File: src/rtl/core/rgb_to_yuv420_converter_assert.svh
// Assertion macros shared by the converter RTL.
// Needs nothing but a clock and an active-low reset in the caller.
`ifndef RGB_TO_YUV420_CONVERTER_ASSERT_SVH
`define RGB_TO_YUV420_CONVERTER_ASSERT_SVH

// same-cycle implication, disabled during reset
`define RGBYUV_ASSERT_IMPLY(lbl, clk, rst_n, ante, cons) \
	lbl: assert property (@(posedge clk) disable iff (!(rst_n)) (ante) |-> (cons)) \
		else $error("assertion failed: same-cycle implication");

// next-cycle implication, disabled during reset
`define RGBYUV_ASSERT_NEXT(lbl, clk, rst_n, ante, cons) \
	lbl: assert property (@(posedge clk) disable iff (!(rst_n)) (ante) |=> (cons)) \
		else $error("assertion failed: next-cycle implication");

`endif

File: src/rtl/core/rgbyuv_pkg.sv
// Types, coefficients and register codes for the RGB to YUV 4:2:0 converter.
// No dependencies.
`default_nettype none

package rgbyuv_pkg;

	localparam int CFG_W   = 13;
	localparam int FRAC_W  = 18;
	localparam int COEF_W  = 18;
	localparam int PROD_W  = 26;
	localparam int SUM_W   = 28;

	localparam logic [COEF_W-1:0] COEF_Y_R  = 18'd67316;
	localparam logic [COEF_W-1:0] COEF_Y_G  = 18'd132154;
	localparam logic [COEF_W-1:0] COEF_Y_B  = 18'd25666;
	localparam logic [COEF_W-1:0] COEF_CB_R = 18'd38856;
	localparam logic [COEF_W-1:0] COEF_CB_G = 18'd76282;
	localparam logic [COEF_W-1:0] COEF_CB_B = 18'd115138;
	localparam logic [COEF_W-1:0] COEF_CR_R = 18'd115138;
	localparam logic [COEF_W-1:0] COEF_CR_G = 18'd96414;
	localparam logic [COEF_W-1:0] COEF_CR_B = 18'd18724;

	localparam logic [7:0]             LUMA_OFFSET = 8'd16;
	localparam logic signed [SUM_W-1:0] CHROMA_BIAS = 28'sd33554432;

	localparam logic [CFG_W-1:0] FRAME_WIDTH_RESET  = 13'd1920;
	localparam logic [CFG_W-1:0] FRAME_HEIGHT_RESET = 13'd1080;

	localparam int QUEUE_DEPTH = 4;
	localparam int QPTR_W      = 2;
	localparam int QCNT_W      = 3;

	localparam int ADDR_W = 3;

	typedef enum logic [0:0] {
		REG_FRAME_WIDTH  = 1'b0,
		REG_FRAME_HEIGHT = 1'b1
	} reg_idx_t;

	typedef struct packed {
		logic [7:0] red;
		logic [7:0] green;
		logic [7:0] blue;
	} pixel_t;

	typedef struct packed {
		logic [7:0] luma;
		logic [7:0] chroma_blue;
		logic [7:0] chroma_red;
		logic       chroma_valid;
		logic       frame_end;
	} result_t;

	typedef struct packed {
		pixel_t px;
		logic   chroma_valid;
		logic   frame_end;
	} qentry_t;

endpackage

`default_nettype wire

File: src/rtl/core/rgbyuv_queue.sv
// Short register queue between the front end and the arithmetic back end.
// Depends on rgbyuv_pkg.
`default_nettype none
`include "rgb_to_yuv420_converter_assert.svh"

module rgbyuv_queue (
	input  wire logic                clk,
	input  wire logic                arst_n,
	input  wire logic                push,
	input  wire rgbyuv_pkg::qentry_t entry,
	output logic                     full,
	input  wire logic                pop,
	output rgbyuv_pkg::qentry_t      head,
	output logic                     not_empty
);
	rgbyuv_pkg::qentry_t mem_q [rgbyuv_pkg::QUEUE_DEPTH];
	logic [rgbyuv_pkg::QPTR_W-1:0] wr_ptr_q, rd_ptr_q;
	logic [rgbyuv_pkg::QCNT_W-1:0] count_q;

	assign full      = count_q == rgbyuv_pkg::QCNT_W'(rgbyuv_pkg::QUEUE_DEPTH);
	assign not_empty = count_q != '0;
	assign head      = mem_q[rd_ptr_q];

	always_ff @(posedge clk) begin
		if (push) begin
			mem_q[wr_ptr_q] <= entry;
		end
	end

	always_ff @(posedge clk or negedge arst_n) begin
		if (!arst_n) begin
			wr_ptr_q <= '0;
			rd_ptr_q <= '0;
			count_q  <= '0;
		end else begin
			if (push) begin
				wr_ptr_q <= wr_ptr_q + rgbyuv_pkg::QPTR_W'(1);
			end
			if (pop) begin
				rd_ptr_q <= rd_ptr_q + rgbyuv_pkg::QPTR_W'(1);
			end
			case ({push, pop})
				2'b10:   count_q <= count_q + rgbyuv_pkg::QCNT_W'(1);
				2'b01:   count_q <= count_q - rgbyuv_pkg::QCNT_W'(1);
				default: count_q <= count_q;
			endcase
		end
	end

	`RGBYUV_ASSERT_IMPLY(a_no_overflow_underflow, clk, arst_n, push || pop,
		!(push && full && !pop) && !(pop && !not_empty))

endmodule

`default_nettype wire

File: config.mk
export PLATFORM = sky130hd
export DESIGN_NAME = rgbyuv_queue
export DESIGN_NICKNAME = d
export VERILOG_FILES = /design/src/rtl/core/rgbyuv_pkg.sv /design/src/rtl/core/rgbyuv_queue.sv
export VERILOG_INCLUDE_DIRS = /design/src /design/src/rtl/core
export SDC_FILE = /design/constraint.sdc
export NUM_CORES = 1
export LEC_CHECK = 0
export BUFFER_PORTS_ARGS = -buffer_cell sky130_fd_sc_hd__buf_2
export CAP_MARGIN = 20
export CELL_PAD_IN_SITES_DETAIL_PLACEMENT = 1
export CELL_PAD_IN_SITES_GLOBAL_PLACEMENT = 1
export CORE_UTILIZATION = 50
export DETAILED_ROUTE_END_ITERATION = 7
export PLACE_DENSITY = 0.78
export SKIP_CTS_REPAIR_TIMING = 1
export SYNTH_ARGS = -nofsm -noshare
export SYNTH_HDL_FRONTEND = slang
export SYNTH_SLANG_ARGS = --single-unit
File: constraint.sdc
create_clock -name clk -period 1.9 [get_ports clk]
set_input_delay 0.19 -clock clk [delete_from_list [all_inputs] [get_ports clk]]
set_output_delay 0.19 -clock clk [all_outputs]
set_load 0.01 [all_outputs]
[Word-level counts from Yosys, hierarchy flattened]
Memories as Yosys holds them, arrays and structs flattened.
Index checks and enable logic that the tools add are counted.
Storage, ports and cells
  register bits after elaboration: 7
  bits in writable memories: 104
  input bits: 30
  output and inout port bits: 28
  logic and storage cells: 16
  memories kept: 1
Memories
  mem_q: words 4, bits a word 26, read ports 1, clocked after Yosys merged registers in 0, wr ports 1, line rgbyuv_queue.sv:16  | rgbyuv_pkg::qentry_t mem_q [rgbyuv_pkg::QUEUE_DEPTH];
Cells by class
  $add $sub $neg: 4
  equality and inequality tests: 3
  mux-type cells: 3
  reductions and logical operators: 2
Operators by type and width (count)
  case mux 3 bit (2 select lines): 1
  adder 2 x 1 -> 2 bit, second input constant: 2
  adder 3 x 1 -> 3 bit, second input constant: 1
  == test 3 bit, second input constant: 1
  nonzero test 3 bit: 1
  subtractor 3 x 1 -> 3 bit, second input constant: 1
  == test 2 x 1 -> 1 bit, second input constant: 1
  == test 2 bit, second input constant: 1
  2-to-1 mux 1 bit: 2
  nonzero test 2 bit: 1

[Depth between registers and ports, before layout]
  depth in word-level cells: 2
  gate-level depth with buffers: 6
  gate-level depth less buffers: 6

[Worst setup path after synthesis]
No wires, ideal clock.
  kind: reg-to-reg
  from: reg wr_ptr_q[0] (netlist bit)
  to: mem mem_q[0][0] (netlist bit), enable pin
  setup time: 385 ps
  arrival: 1276 ps
  data required time: 1515 ps
  setup slack: 239 ps
  stages on the path, launching flop included: 4
  buffers on the path: 0
  cell sequence: dfrtp_1 -> inv_1 -> ha_1 -> and2_1
RTL lines
  from (decl): line rgbyuv_queue.sv:17  | logic [rgbyuv_pkg::QPTR_W-1:0] wr_ptr_q, rd_ptr_q;
  from (signal assigned): line rgbyuv_queue.sv:37  | wr_ptr_q <= wr_ptr_q + rgbyuv_pkg::QPTR_W'(1);
  to (decl): line rgbyuv_queue.sv:16
Straight into the memory's write port.

==> results.yml <==
timing:
  setup_ws_ns: 0.0142
  final-setup-viol-count: 0
  drv_slew: 0
  fin_crit_ns: 1.89
  max-slew-margin-rel: 0.788
  final-hold-violation-count: 0
  timing.final.crit_share: 0.993
  worst_pin_slew_ns: 0.317
  final.setup.tns_ns: 0
  clock_skew_ns: 0.0101
  rsz0062_at_grt: "yes"
  max_freq_mhz: 530
route:
  viasPerCell: 5.43
  vias: 1918
  dr.pass1.iters: 4
  wl_mm: 7.27
  drc: 0
  drt_iter0_markers: 90
  ant_nets: 0
  wire_per_inst_um: 20.6
die:
  die_area_um2: 8760
  row_count: 33
  die_h_um: 93.6
  num_io_pins: 58
  dieWidth_um: 93.6
  initial_utilization: 0.513
  core_um2: 8180
layout:
  nets: 280
  diodes: 0
  final_cell_area_um2: 4950
  layout-drive-gt1-share: 0.427
  regArea_um2: 3300
  fin_util: 0.606
  syn_to_final_growth_pct: 18.2
  fillers: 692
  multiInputGateArea_um2: 802
outcome:
  status: "finished clean"
power_and_ir_drop:
  powerDensity_nw_per_um2: 1470
  p_leak_nw: 1.75
  max-vdd-ir-drop_mv: 0.597
logic_synthesis:
  syn_area_um2: 4190
  yosysWarnings: 0
  synth_cell_types: 19
  synth-seq-cells: 111
  avgSynthCellArea_um2: 24.8
  syn_inst: 169
  syn_nets: 205
  yosysSeqAreaShare: 0.787
setup_path:
  cp-start-kind: "register"
  r2r-start: "wr_ptr_q[0]"
  reg2reg_to: "mem_q[0][23]"
  cpPeakStageDelay_ns: 0.56
  crit_chain: "buf_12 -> mux4_1 -> buf_2"
  reg2reg_depth: 4
  critPathSlowestCell: "mux4_1"
  r2r_slack_ns: 0.47
  cp.arrival_ns: 1.70
  cp-end-kind: "output pin"
  crit_required_ns: 1.71
  crit_type: "reg2out"
  crit_fanout: 11
placement:
  gp_congestion: 0.645
  hpwl_mm: 4.91
  port_buffers: 57
  placed_cell_area_um2: 4660
  pre_cts_slack_ns: 0.345
cts:
  cts.sinks: 111
  clk_path_buf_depth: 2
  worst_skew_pair.late_latency_ns: 0.36
  htree_levels: 3
  clk_pin_slew_ns: 0.09
  cts_tree: "built"
  cts_made_buffers: 9
  cts_root_buf: "clkbuf_8"
grt:
  grt_max_degree: 27
  grt_pass1_wl_mm: 11.2
  grt_pass1_vias: 2141
  grt_use_total: 0.184
  antenna_found_initial: 0
  globalRouteOverflowTotal: 0
min_path:
  hold_end: "mem_q[3][20]"
  hold_depth: 1
  hp-start: "entry[20]"
  hold_path_class: "in2reg"
job:
  cap_violations: 0
[cell usage in the layout (no fill, tap or decap), drive strengths merged]
| cell | instances |
|---|---|
| buf | 68 |
| bufinv | 1 |
| xnor2 | 3 |
| dlygate4sd3 | 1 |
| fa | 1 |
| inv | 4 |
| ha | 5 |
| clkinvlp | 2 |
| nor2 | 1 |
| clkbuf | 11 |
| xor2 | 3 |
| edfxtp | 104 |
| o21ai | 1 |
| nand2 | 2 |
| dfrtp | 7 |
| or3 | 1 |
| nor3b | 1 |
| clkinv | 1 |
| mux4 | 26 |
| and2 | 4 |
| mux2 | 1 |
[registers in the layout, summed over array words and instances, names as in the netlist]
| register | flops |
|---|---|
| wr_ptr_q | 2 |
| count_q | 3 |
| rd_ptr_q | 2 |
| mem_q | 104 |
[cells by family (layout without fill, tap and decap cells)]
kind of cell,count (synthesis),count (layout),synth area share
adder cells (fa/ha/maj),6,6,0.0197
flip-flops,111,111,0.787
AND/OR/NAND/NOR,9,9,0.0119
buffers and inverters,9,88,0.0185
XOR/XNOR,6,6,0.0125
AO/OA/AOI/OAI,1,1,0.00119
multiplexers,27,27,0.150
[report_power, final]
| group | internal (mW) | switching (mW) | leakage [nW] |
|---|---|---|---|
| logic | 1.37 | 1.16 | 0.628 |
| clock network | 0.603 | 0.729 | 0.0864 |
| registers | 3.21 | 0.206 | 1.04 |
| total | 5.19 | 2.10 | 1.75 |
[routing by layer]
layer / track usage / vias up / share of wire
li1: - / 846 / -
met3: 0.0488 / 9 / 0.039
met5: 0 / - / 0
met2: 0.314 / 46 / 0.52
met1: 0.229 / 1017 / 0.42
met4: 0.0590 / 0 / 0.014
[synth_stat cells (all sizes together)]
library cell / count / area (um2)
mux4: 26 / 616
dfrtp: 7 / 175
nor3b: 1 / 7.51
ha: 5 / 62.6
edfxtp: 104 / 3120
fa: 1 / 20.0
xnor2: 3 / 26.3
buf: 6 / 66.3
mux2: 1 / 11.3
inv: 3 / 11.3
nand2: 2 / 7.51
xor2: 3 / 26.3
nor2: 1 / 3.75
o21ai: 1 / 5.00
and2: 4 / 25.0
or3: 1 / 6.26
[critical path, delay by kind of cell (launching register included)]
| kind | cells | cell delay (ns) |
|---|---|---|
| multiplexers | 1 | 0.56 |
| flip-flops | 1 | 0.45 |
| buffers and inverters | 2 | 0.33 |
[through the flow]
stage          total power [mW]  cells  hold WS (ns)
2_1_floorplan              4.88    169        -0.106
3_3_place_gp               5.63    336        0.0339
3_5_place_dp               5.73    336        0.0415
4_1_cts                    7.06    351        -0.358
5_1_grt                    7.64    353        0.0286
6_report                   7.28    353        0.0380
[layout make-up]
type / count / share of cell area
multi-input cells: 49 / 0.162
flip-flops and latches: 111 / 0.666
inverters: 3 / 0.00227
repair buffers: 70 / 0.106
clock buffers: 10 / 0.0258
clock inverters: 5 / 0.0116
well taps: 105 / 0.0265
[how the worst max path moves through the flow]
stage / to / slack, ns / from
3_5_place_dp: head[2] / 0.35 / rd_ptr_q[0]
2_1_floorplan: mem_q[0][0] / 0.24 / wr_ptr_q[0]
5_1_grt: head[6] / -0.06 / rd_ptr_q[0]
3_3_place_gp: head[2] / 0.39 / rd_ptr_q[0]
6_report: head[6] / 0.01 / rd_ptr_q[0]
4_1_cts: head[2] / -0.07 / rd_ptr_q[0]
Power figures use the tool's default switching activity.
