$ cat src/rtl/core/rgb_to_yuv420_converter_assert.svh
// Assertion macros shared by the converter RTL.
// Needs nothing but a clock and an active-low reset in the caller.
`ifndef RGB_TO_YUV420_CONVERTER_ASSERT_SVH
`define RGB_TO_YUV420_CONVERTER_ASSERT_SVH

// same-cycle implication, disabled during reset
`define RGBYUV_ASSERT_IMPLY(lbl, clk, rst_n, ante, cons) \
	lbl: assert property (@(posedge clk) disable iff (!(rst_n)) (ante) |-> (cons)) \
		else $error("assertion failed: same-cycle implication");

// next-cycle implication, disabled during reset
`define RGBYUV_ASSERT_NEXT(lbl, clk, rst_n, ante, cons) \
	lbl: assert property (@(posedge clk) disable iff (!(rst_n)) (ante) |=> (cons)) \
		else $error("assertion failed: next-cycle implication");

`endif

$ cat src/rtl/core/rgbyuv_pkg.sv
// Types, coefficients and register codes for the RGB to YUV 4:2:0 converter.
// No dependencies.
`default_nettype none

package rgbyuv_pkg;

	localparam int CFG_W   = 13;
	localparam int FRAC_W  = 18;
	localparam int COEF_W  = 18;
	localparam int PROD_W  = 26;
	localparam int SUM_W   = 28;

	localparam logic [COEF_W-1:0] COEF_Y_R  = 18'd67316;
	localparam logic [COEF_W-1:0] COEF_Y_G  = 18'd132154;
	localparam logic [COEF_W-1:0] COEF_Y_B  = 18'd25666;
	localparam logic [COEF_W-1:0] COEF_CB_R = 18'd38856;
	localparam logic [COEF_W-1:0] COEF_CB_G = 18'd76282;
	localparam logic [COEF_W-1:0] COEF_CB_B = 18'd115138;
	localparam logic [COEF_W-1:0] COEF_CR_R = 18'd115138;
	localparam logic [COEF_W-1:0] COEF_CR_G = 18'd96414;
	localparam logic [COEF_W-1:0] COEF_CR_B = 18'd18724;

	localparam logic [7:0]             LUMA_OFFSET = 8'd16;
	localparam logic signed [SUM_W-1:0] CHROMA_BIAS = 28'sd33554432;

	localparam logic [CFG_W-1:0] FRAME_WIDTH_RESET  = 13'd1920;
	localparam logic [CFG_W-1:0] FRAME_HEIGHT_RESET = 13'd1080;

	localparam int QUEUE_DEPTH = 4;
	localparam int QPTR_W      = 2;
	localparam int QCNT_W      = 3;

	localparam int ADDR_W = 3;

	typedef enum logic [0:0] {
		REG_FRAME_WIDTH  = 1'b0,
		REG_FRAME_HEIGHT = 1'b1
	} reg_idx_t;

	typedef struct packed {
		logic [7:0] red;
		logic [7:0] green;
		logic [7:0] blue;
	} pixel_t;

	typedef struct packed {
		logic [7:0] luma;
		logic [7:0] chroma_blue;
		logic [7:0] chroma_red;
		logic       chroma_valid;
		logic       frame_end;
	} result_t;

	typedef struct packed {
		pixel_t px;
		logic   chroma_valid;
		logic   frame_end;
	} qentry_t;

endpackage

`default_nettype wire

$ cat src/rtl/core/rgbyuv_stream_if.sv
// Valid/ready stream channel carrying one payload word per handshake.
// Payload type is a parameter; used with rgbyuv_pkg types.
`default_nettype none

interface rgbyuv_stream_if #(
	parameter type payload_t = logic
);
	logic     valid;
	logic     ready;
	payload_t data;

	modport source (output valid, output data, input ready);
	modport sink (input valid, input data, output ready);
endinterface

`default_nettype wire

$ cat src/rtl/core/rgbyuv_front.sv
// Front end: accepts pixel words, tracks column/row, tags chroma and frame end.
// Depends on rgbyuv_pkg and rgbyuv_stream_if; pushes into rgbyuv_queue.
`default_nettype none
`include "rgb_to_yuv420_converter_assert.svh"

module rgbyuv_front #(
	parameter int MAX_DIMENSION = 4096
) (
	input  wire logic                            clk,
	input  wire logic                            arst_n,
	input  wire logic [rgbyuv_pkg::CFG_W-1:0]    frame_width,
	input  wire logic [rgbyuv_pkg::CFG_W-1:0]    frame_height,
	rgbyuv_stream_if.sink                        pixel,
	input  wire logic                            q_full,
	output logic                                 push,
	output rgbyuv_pkg::qentry_t                  entry
);
	localparam int PW = (MAX_DIMENSION > 2) ? $clog2(MAX_DIMENSION) : 1;
	localparam int SW = $clog2(MAX_DIMENSION + 1);
	localparam int XW = (SW > rgbyuv_pkg::CFG_W) ? SW : rgbyuv_pkg::CFG_W;

	logic [PW-1:0] col_q, row_q;
	logic [XW-1:0] w_ext, h_ext, eff_w, eff_h;
	logic [XW:0]   col_next, row_next;
	logic          last_col, last_row, accept;

	assign pixel.ready = !q_full;
	assign accept      = pixel.valid && pixel.ready;

	always_comb begin
		w_ext = XW'(frame_width);
		h_ext = XW'(frame_height);
		if (w_ext == '0) begin
			eff_w = XW'(1);
		end else if (w_ext > XW'(MAX_DIMENSION)) begin
			eff_w = XW'(MAX_DIMENSION);
		end else begin
			eff_w = w_ext;
		end
		if (h_ext == '0) begin
			eff_h = XW'(1);
		end else if (h_ext > XW'(MAX_DIMENSION)) begin
			eff_h = XW'(MAX_DIMENSION);
		end else begin
			eff_h = h_ext;
		end
		col_next = (XW + 1)'(col_q) + (XW + 1)'(1);
		row_next = (XW + 1)'(row_q) + (XW + 1)'(1);
		last_col = col_next >= {1'b0, eff_w};
		last_row = row_next >= {1'b0, eff_h};
	end

	assign push               = accept;
	assign entry.px           = pixel.data;
	assign entry.chroma_valid = !col_q[0] && !row_q[0];
	assign entry.frame_end    = last_col && last_row;

	always_ff @(posedge clk or negedge arst_n) begin
		if (!arst_n) begin
			col_q <= '0;
			row_q <= '0;
		end else if (accept) begin
			if (last_col) begin
				col_q <= '0;
				row_q <= last_row ? '0 : PW'(row_next);
			end else begin
				col_q <= PW'(col_next);
			end
		end
	end

	`RGBYUV_ASSERT_NEXT(a_frame_end_wraps, clk, arst_n, accept && entry.frame_end,
		col_q == '0 && row_q == '0)
	`RGBYUV_ASSERT_NEXT(a_col_advances, clk, arst_n, accept && !last_col,
		col_q == PW'($past(col_q) + PW'(1)) && row_q == $past(row_q))

endmodule

`default_nettype wire

$ cat src/flat_wrapper.sv
// flat-port wrapper written by rule: the top's interface ports become plain ports
module rgbyuv_front_flat 
#(
	parameter int MAX_DIMENSION = 4096
)
  (clk, arst_n, frame_width, frame_height, q_full, push, entry, pixel_valid, pixel_data, pixel_ready);
  rgbyuv_stream_if pixel_i ();
  input  wire logic clk;
  input  wire logic arst_n;
  input  wire logic [rgbyuv_pkg::CFG_W-1:0] frame_width;
  input  wire logic [rgbyuv_pkg::CFG_W-1:0] frame_height;
  input  wire logic q_full;
  output logic push;
  output rgbyuv_pkg::qentry_t entry;
  input wire logic [$bits(pixel_i.valid)-1:0] pixel_valid;
  input wire logic [$bits(pixel_i.data)-1:0] pixel_data;
  output wire logic [$bits(pixel_i.ready)-1:0] pixel_ready;
  assign pixel_i.valid = pixel_valid;
  assign pixel_i.data = pixel_data;
  assign pixel_ready = pixel_i.ready;
  rgbyuv_front #(.MAX_DIMENSION(MAX_DIMENSION)) u_core (.clk(clk), .arst_n(arst_n), .frame_width(frame_width), .frame_height(frame_height), .pixel(pixel_i), .q_full(q_full), .push(push), .entry(entry));
endmodule
$ cat config.mk
export PLATFORM = sky130hd
export DESIGN_NAME = rgbyuv_front_flat
export DESIGN_NICKNAME = d
export VERILOG_FILES = /design/src/rtl/core/rgbyuv_pkg.sv /design/src/rtl/core/rgbyuv_stream_if.sv /design/src/rtl/core/rgbyuv_front.sv /design/src/flat_wrapper.sv
export VERILOG_INCLUDE_DIRS = /design/src /design/src/rtl/core
export SDC_FILE = /design/constraint.sdc
export NUM_CORES = 1
export LEC_CHECK = 0
export ABC_AREA = 1
export ABC_CLOCK_PERIOD_IN_PS = 2740
export BUFFER_PORTS_ARGS = -buffer_cell sky130_fd_sc_hd__buf_2
export CORE_ASPECT_RATIO = 0.6
export CORE_UTILIZATION = 50
export DETAILED_ROUTE_END_ITERATION = 8
export GPL_TIMING_DRIVEN = 0
export PLACE_DENSITY = 0.86
export SLEW_MARGIN = 25
export SYNTH_ARGS = -nofsm -noshare
export SYNTH_HDL_FRONTEND = slang
export SYNTH_SLANG_ARGS = --single-unit
$ cat constraint.sdc
create_clock -name clk -period 2.74 [get_ports clk]
set_input_delay 0.548 -clock clk [delete_from_list [all_inputs] [get_ports clk]]
set_output_delay 0.548 -clock clk [all_outputs]
set_load 0.02 [all_outputs]
### Word-level counts from Yosys, hierarchy flattened

Cells that the tools add are included.

| cells by class | value |
|---|---|
| add/sub/neg operators | 2 |
| $lt $le $gt $ge | 4 |
| multiplexer cells | 6 |
| reduce and logical (&&, ||, !) cells | 9 |

Operators with widths:

| cell | count |
|---|---|
| 13-bit 2-to-1 mux | 4 |
| 14-bit by 13-bit greater-or-equal comparator with 1-bit output | 2 |
| 12-bit by 1-bit adder with 13-bit output, second input constant | 2 |
| 13-bit greater-than comparator, second input constant | 2 |
| 13-bit logical NOT | 2 |
| 12-bit 2-to-1 mux | 2 |
| 1-bit logical AND | 3 |
| 1-bit logical NOT | 3 |
| 2-bit AND reduction | 1 |

| word-level totals | value |
|---|---|
| bits in registers | 24 |
| output and inout bits | 28 |
| logic and storage cells | 23 |

### Logic depth before layout (Yosys ltp)

Gate-level depths: netlist of run 1.

| logic depth | value |
|---|---|
| depth in word-level cells | 5 |
| gate-level depth with buffers | 19 |
| mapped depth without buffers | 19 |

### Least setup slack after synthesis of run 1

No wires, ideal clock.

| timing | value |
|---|---|
| path kind | input to output |
| start | input frame_height[9] in the netlist's numbering |
| end | output entry[0] in the netlist's numbering |
| data arrival time | 2.199 ns |
| setup slack | -0.007 ns |
| stages | 12 |
| buffers on the path | 0 |
| path through | nor4_1 > nand2_1 > nand2_1 > nand2_1 > ha_1 > nand2_1 > nor2_1 > nand2_1 > nor2_1 > nor2_1 > nand3_1 > and2_1 |

RTL lines:

| what | RTL line | source |
|---|---|---|
| start: declaration | flat_wrapper.sv:11 | `input wire logic [rgbyuv_pkg::CFG_W-1:0] frame_height;` |
| end: declaration | flat_wrapper.sv:14 | `output rgbyuv_pkg::qentry_t entry;` |

==> metrics.txt, run 1 <==
final period utilization=1.168; Layout Cells excl Fill=544; CP Launch Type=register; hold_buf cts=0; most common cell after layout, fill and taps aside=nand2_1; pin count of the biggest net entering global routing=25; Post-Place Cells=509; number of buffers created by CTS=3; vias in the first global route=2552; clock buffer depth=2; internal power=0.9471 mW; post-synthesis cell type count=30; initial antenna violation count=0; Worst-Margin Slew=0.5367 ns; combinational power share=0.552; DIE WIDTH=94.26 um; 1st-iter DRT viols=450; WL final=8826 um; Vias=3017; Die Span Y=57.36 um; sequential share of power=0.302; switching part of the total power=0.4371; Final ANT Viol Nets=0; Max FO, Critical Path=4; final design instance area without fill=0.003487 sq mm; Final TNS setup=-0.7380 ns; final net count=541; Power Total=1.682 mW; PD cells=482.5 mW/mm^2; routed vias/inst=5.546; violated checks=setup timing; first-pass GRT wire length=11490 um; FMAX=312.4 MHz; critical path capture point type=output port; Initial Util=0.5398; most frequent cells in the layout=nand2_1, buf_4, inv_1, buf_2, nor2_1; Slew headroom=0.6422; Setup-failing EPs final=7; row count=19; Core ar.=0.004731 sq mm; CTS tree=built; Final GP Congestion=0.8534; HPWL after DPL=4657 um; Crit Path Category=register to output port; hold slack=0.2448 ns; Worst Setup Slack, final=-0.4613 ns; maximum capacitance violations=0; diode count=0; DRC=0; Final Hold Viols=0; sequential share of the synthesized area=0.2352; fill count=304; Max Slew Vio Count=0; Net Switching=0.7353 mW; Mapped Avg Cell Area=6.548 sq um; GRT Residual Overflow=0; Routed WL per cell=16.22 um; clock network fraction of total power=0.146; DR pass1 iterations=9; cell area after synthesis=0.002554 sq mm; Peak VDD IR=425.0 uV; Post-DP Area=0.002888 sq mm; Post-Place Worst Slack=-0.5125 ns; leak pwr=1.897 nW; Root Buffer=clkbuf_8; WP data required=2.19 ns; final core occ=0.7371; crit path time final=3.201 ns; final clock skew=0.004511 ns; Area Overhead vs Synth=36.55%; CP Data Arrival Time=2.65 ns; I/O Buffers=34; YS warnings=0; number of H-tree levels=1; Total GRT Usage=0.2720; register bit total from synthesis=24; share of post-route cells with drive strength above 1=0.3368; status=finished with violations; CTS clock-pin slew for the worst setup and hold paths=0.09 ns; io pins=59; clk sinks=24; Clock Latency Late Sink=0.27 ns; unrepaired setup endpoints after global routing=yes; Syn Inst Count=390; hold crit path type=input pin to async pin; die area=0.005406 sq mm
-- power groups by stage --
stage                     logic (mW)  registers (mW)  clock network (mW)
after floorplan                0.448           0.479                   0
final                          0.929           0.508               0.245
after detailed placement       0.579           0.499                   0
after global placement         0.555           0.493                   0
after CTS                      0.713           0.502               0.239
after global routing            1.01           0.510               0.252
-- synth_stat cells --
| cell type | n | area (sq um) |
|---|---|---|
| a21oi_1 | 5 | 25.02 |
| and2_1 | 1 | 6.260 |
| buf_2 | 3 | 15.01 |
| buf_4 | 24 | 180.2 |
| clkbuf_1 | 1 | 3.750 |
| conb_1 | 1 | 3.750 |
| dfrtp_1 | 24 | 600.6 |
| ha_1 | 28 | 350.3 |
| inv_1 | 49 | 183.9 |
| nand2_1 | 146 | 548.0 |
| nand2_2 | 3 | 18.77 |
| nand3_1 | 22 | 110.1 |
| nand3_2 | 3 | 30.03 |
| nand3_4 | 1 | 17.52 |
| nand3b_1 | 1 | 7.510 |
| nand4_1 | 3 | 18.77 |
| nor2_1 | 33 | 123.9 |
| nor2_2 | 1 | 6.260 |
| nor2_4 | 2 | 22.52 |
| nor3_1 | 1 | 5.000 |
| nor3_2 | 2 | 20.02 |
| nor3b_1 | 1 | 7.510 |
| nor4_1 | 3 | 18.77 |
| o21ai_0 | 13 | 65.06 |
| o21ai_1 | 5 | 25.02 |
| o21bai_2 | 1 | 11.26 |
| xnor2_1 | 2 | 17.52 |
| xnor2_2 | 1 | 16.27 |
| xor2_1 | 9 | 78.83 |
| xor2_2 | 1 | 16.27 |
-- flip-flops by register name (all words and copies together) (netlist names) --
register      flops
u_core.col_q     12
u_core.row_q     12
-- cells by family after synthesis --
group,count (synthesis),synth area share
simple gates,223,0.3763
buf+inv,77,0.1499
fa+ha+maj,28,0.1372
compound gates,24,0.04948
flops,24,0.2352
xor+xnor,13,0.05047
other cells,1,0.001468
-- critical path, stage by stage (launching register included) --
cell and delay (ns):
dfrtp_2 0.39, buf_4 0.15, nand2_1 0.10, nor2_1 0.27
nand3_1 0.14, nand2_1 0.09, nand2_1 0.10, ha_1 0.30
nand2_1 0.05, nor2_1 0.12, nand2_1 0.10, nor2_1 0.11
nand2_1 0.10, nand3_2 0.11, and2_4 0.15, buf_6 0.11
-- final timing paths --
check | start | to | slack [ns] | depth (start not counted)
min reg2reg | u_core.col_q[10] | u_core.col_q[10] | 0.52 | 2
min | arst_n | u_core.col_q[11] | 0.24 | 1
min in group clk | u_core.col_q[10] | u_core.col_q[10] | 0.52 | 2
max | u_core.row_q[3] | entry[0] | -0.46 | 15
max in group asynchronous | arst_n | u_core.col_q[3] | 2.10 | 1
max reg2reg | u_core.col_q[4] | u_core.col_q[6] | -0.10 | 16
-- repair_timing --
action                     in CTS  in global routing
setup endpoints to repair      19                 25
gates cloned                    3                  1
resized for setup              41                 40
pin swaps                      13                 31
buffers inserted               17                 14
-- per-layer routing --
metal / track usage / wire length [um] / part of all wire / vias to the layer above
met5: 0 / 0 / 0 / -
met4: 0.06593 / 478 / 0.054 / 0
met3: 0.07333 / 1069 / 0.12 / 71
met2: 0.4534 / 3872 / 0.44 / 252
met1: 0.3535 / 3406 / 0.39 / 1335
li1: - / - / - / 1359
-- cell type report --
type / instances / area, sq um / share of cell area
Clock buffer: 4 / 55.05 / 0.01579
Multi-Input combinational cell: 313 / 1933 / 0.5544
Buffer: 28 / 211.5 / 0.06064
Inverter: 49 / 186.4 / 0.05346
Timing Repair Buffer: 63 / 409.1 / 0.1173
Sequential cell: 24 / 613.1 / 0.1758
Tap cell: 63 / 78.83 / 0.02260
No activity file was read; power rests on OpenSTA's default activity.
==> inputs of run 2 (changes only) <==
ABC_CLOCK_PERIOD_IN_PS = 3800   (was 2740)
clock period = 3.8 ns   (was 2.74 ns; I/O delays follow)
==> run 2 against run 1 <==
  * The run now ends clean
  * Cell area decreased by 15%
  * Worst hold slack better by 0.21 ns
  * Wire length is 36% lower
  * Total power shrank 42%
  * Global-route usage shrank 4.6 points
  * Critical endpoint unchanged
  * Largest power group unchanged
==> metrics.txt, run 2 (synthesis results as in run 1) <==
first-pass GRT wire length=9563 um; Max FO, Critical Path=10; clock buffer depth=2; fill count=432; pin count of the biggest net entering global routing=25; Area Overhead vs Synth=16.07%; CTS clock-pin slew for the worst setup and hold paths=0.08 ns; CP Launch Type=input pin; Crit Path Category=input pin to output port; WP data required=3.04 ns; most frequent cells in the layout=nand2_1, inv_1, buf_2, nor2_1, ha_1; Core ar.=0.004731 sq mm; final clock skew=0.001934 ns; hold crit path type=input pin to async pin; Peak VDD IR=275.7 uV; CP top delay family=simple AND/OR/NAND/NOR gates; routed vias/inst=4.869; number of H-tree levels=1; Max Slew Vio Count=0; Top Registers=u_core.col_q: 12 flops, u_core.row_q: 12 flops; Root Buffer=clkbuf_8; Slew headroom=0.6504; Final GP Congestion=0.8293; Worst Setup Slack, final=0.2224 ns; WL final=5613 um; Worst-Margin Slew=0.5245 ns; Final ANT Viol Nets=0; Final Hold Viols=0; Post-Place Worst Slack=0.06828 ns; row count=19; diode count=0; Initial Util=0.5398; Routed WL per cell=10.94 um; final net count=510; clk sinks=24; Vias=2498; crit path time final=3.578 ns; maximum capacitance violations=0; most common cell after layout, fill and taps aside=nand2_1; I/O Buffers=34; FMAX=279.5 MHz; DIE WIDTH=94.26 um; DR pass1 iterations=5; leak pwr=1.695 nW; CP max stage delay=0.29 ns; CP dominant cell by count=nand2_1; GRT Residual Overflow=0; unrepaired setup endpoints after global routing=no; 1st-iter DRT viols=228; PD cells=326.8 mW/mm^2; Sequential Area=603.1 sq um; hold slack=0.4519 ns; initial antenna violation count=0; Total GRT Usage=0.2260; final core occ=0.6266; CP Data Arrival Time=2.82 ns; die area=0.005406 sq mm; critical path capture point type=output port; Buffers & Inverters on Critical Path=2; DRC=0; Clock Latency Late Sink=0.27 ns; Slowest cell on crit path=nor4_1; HPWL after DPL=4652 um; number of buffers created by CTS=3; CP cell instances=buf_2 -> nor4_1 -> nand2_1 -> nand2_4 -> nand2_1 -> ha_1 -> nand2_1 -> nor2_1 -> nand2_1 -> nor2_2 -> nor2_1 -> nand3_1 -> and2_1 -> buf_2; io pins=59; Power Total=0.9688 mW; final period utilization=0.9415; status=complete, no violations; Die Span Y=57.36 um; Setup-failing EPs final=0; footprint of the multi-input gates=0.001674 sq mm; Final TNS setup=0 ns; CTS tree=built; share of post-route cells with drive strength above 1=0.1933; Setup Fix Bufs, Post-CTS=0; vias in the first global route=2278
[run 2: changes by cell type in the layout (fill, tap and decap cells not counted), moves of 4 or more]
cell,before,now
dfrtp_2,10,2
inv_1,44,49
nor2_1,27,32
ha_4,5,0
buf_6,7,0
nor2_2,6,2
buf_4,49,24
ha_1,23,27
dfrtp_1,14,22
nand3_1,17,22
nand2_2,10,4
nand2_1,136,144
inv_2,4,0
[run 2: cell type report]
class | count | area share
multi-input combinational | 311 | 0.5648
buffer | 28 | 0.06712
timing repair buffer | 34 | 0.05741
tap | 63 | 0.02659
sequential | 24 | 0.2035
inverter | 49 | 0.06205
clock buffer | 4 | 0.01857
[run 2: worst paths after layout]
check | start | end | slack, ns | cells after the start
min | arst_n | u_core.col_q[1] | 0.45 | 1
min reg2reg | u_core.row_q[11] | u_core.row_q[11] | 0.52 | 2
max in group asynchronous | arst_n | u_core.row_q[0] | 2.97 | 1
max | frame_height[9] | entry[0] | 0.22 | 14
min in group clk | u_core.row_q[11] | u_core.row_q[11] | 0.52 | 2
max reg2reg | u_core.col_q[0] | u_core.row_q[1] | 0.91 | 14
[run 2: power breakdown]
part	internal, mW	total, mW	switching, mW
Clock	0.0928	0.178	0.0848
Combinational	0.174	0.434	0.260
Sequential	0.298	0.357	0.0590
[run 2: routing by layer]
layer / routed length (um) / GRT usage / vias up
met4: 45 / 0.03077 / 0
met2: 2345 / 0.3561 / 90
li1: - / - / 1294
met5: 0 / 0 / -
met3: 426 / 0.04267 / 8
met1: 2795 / 0.3311 / 1106
[run 2: per-stage QoR]
step,cell area (sq um),std cells
final,2964,513
after global routing,2964,513
after CTS,2940,513
after detailed placement,2885,509
after global placement,2885,509
after floorplan,2636,412
[run 2: timing repair]
item / 4_1_cts / 5_1_grt
endpoints found under the hold margin: 0 / 0
setup endpoints to repair: 0 / 1
resized for setup: 0 / 8
hold buffers: 0 / 0
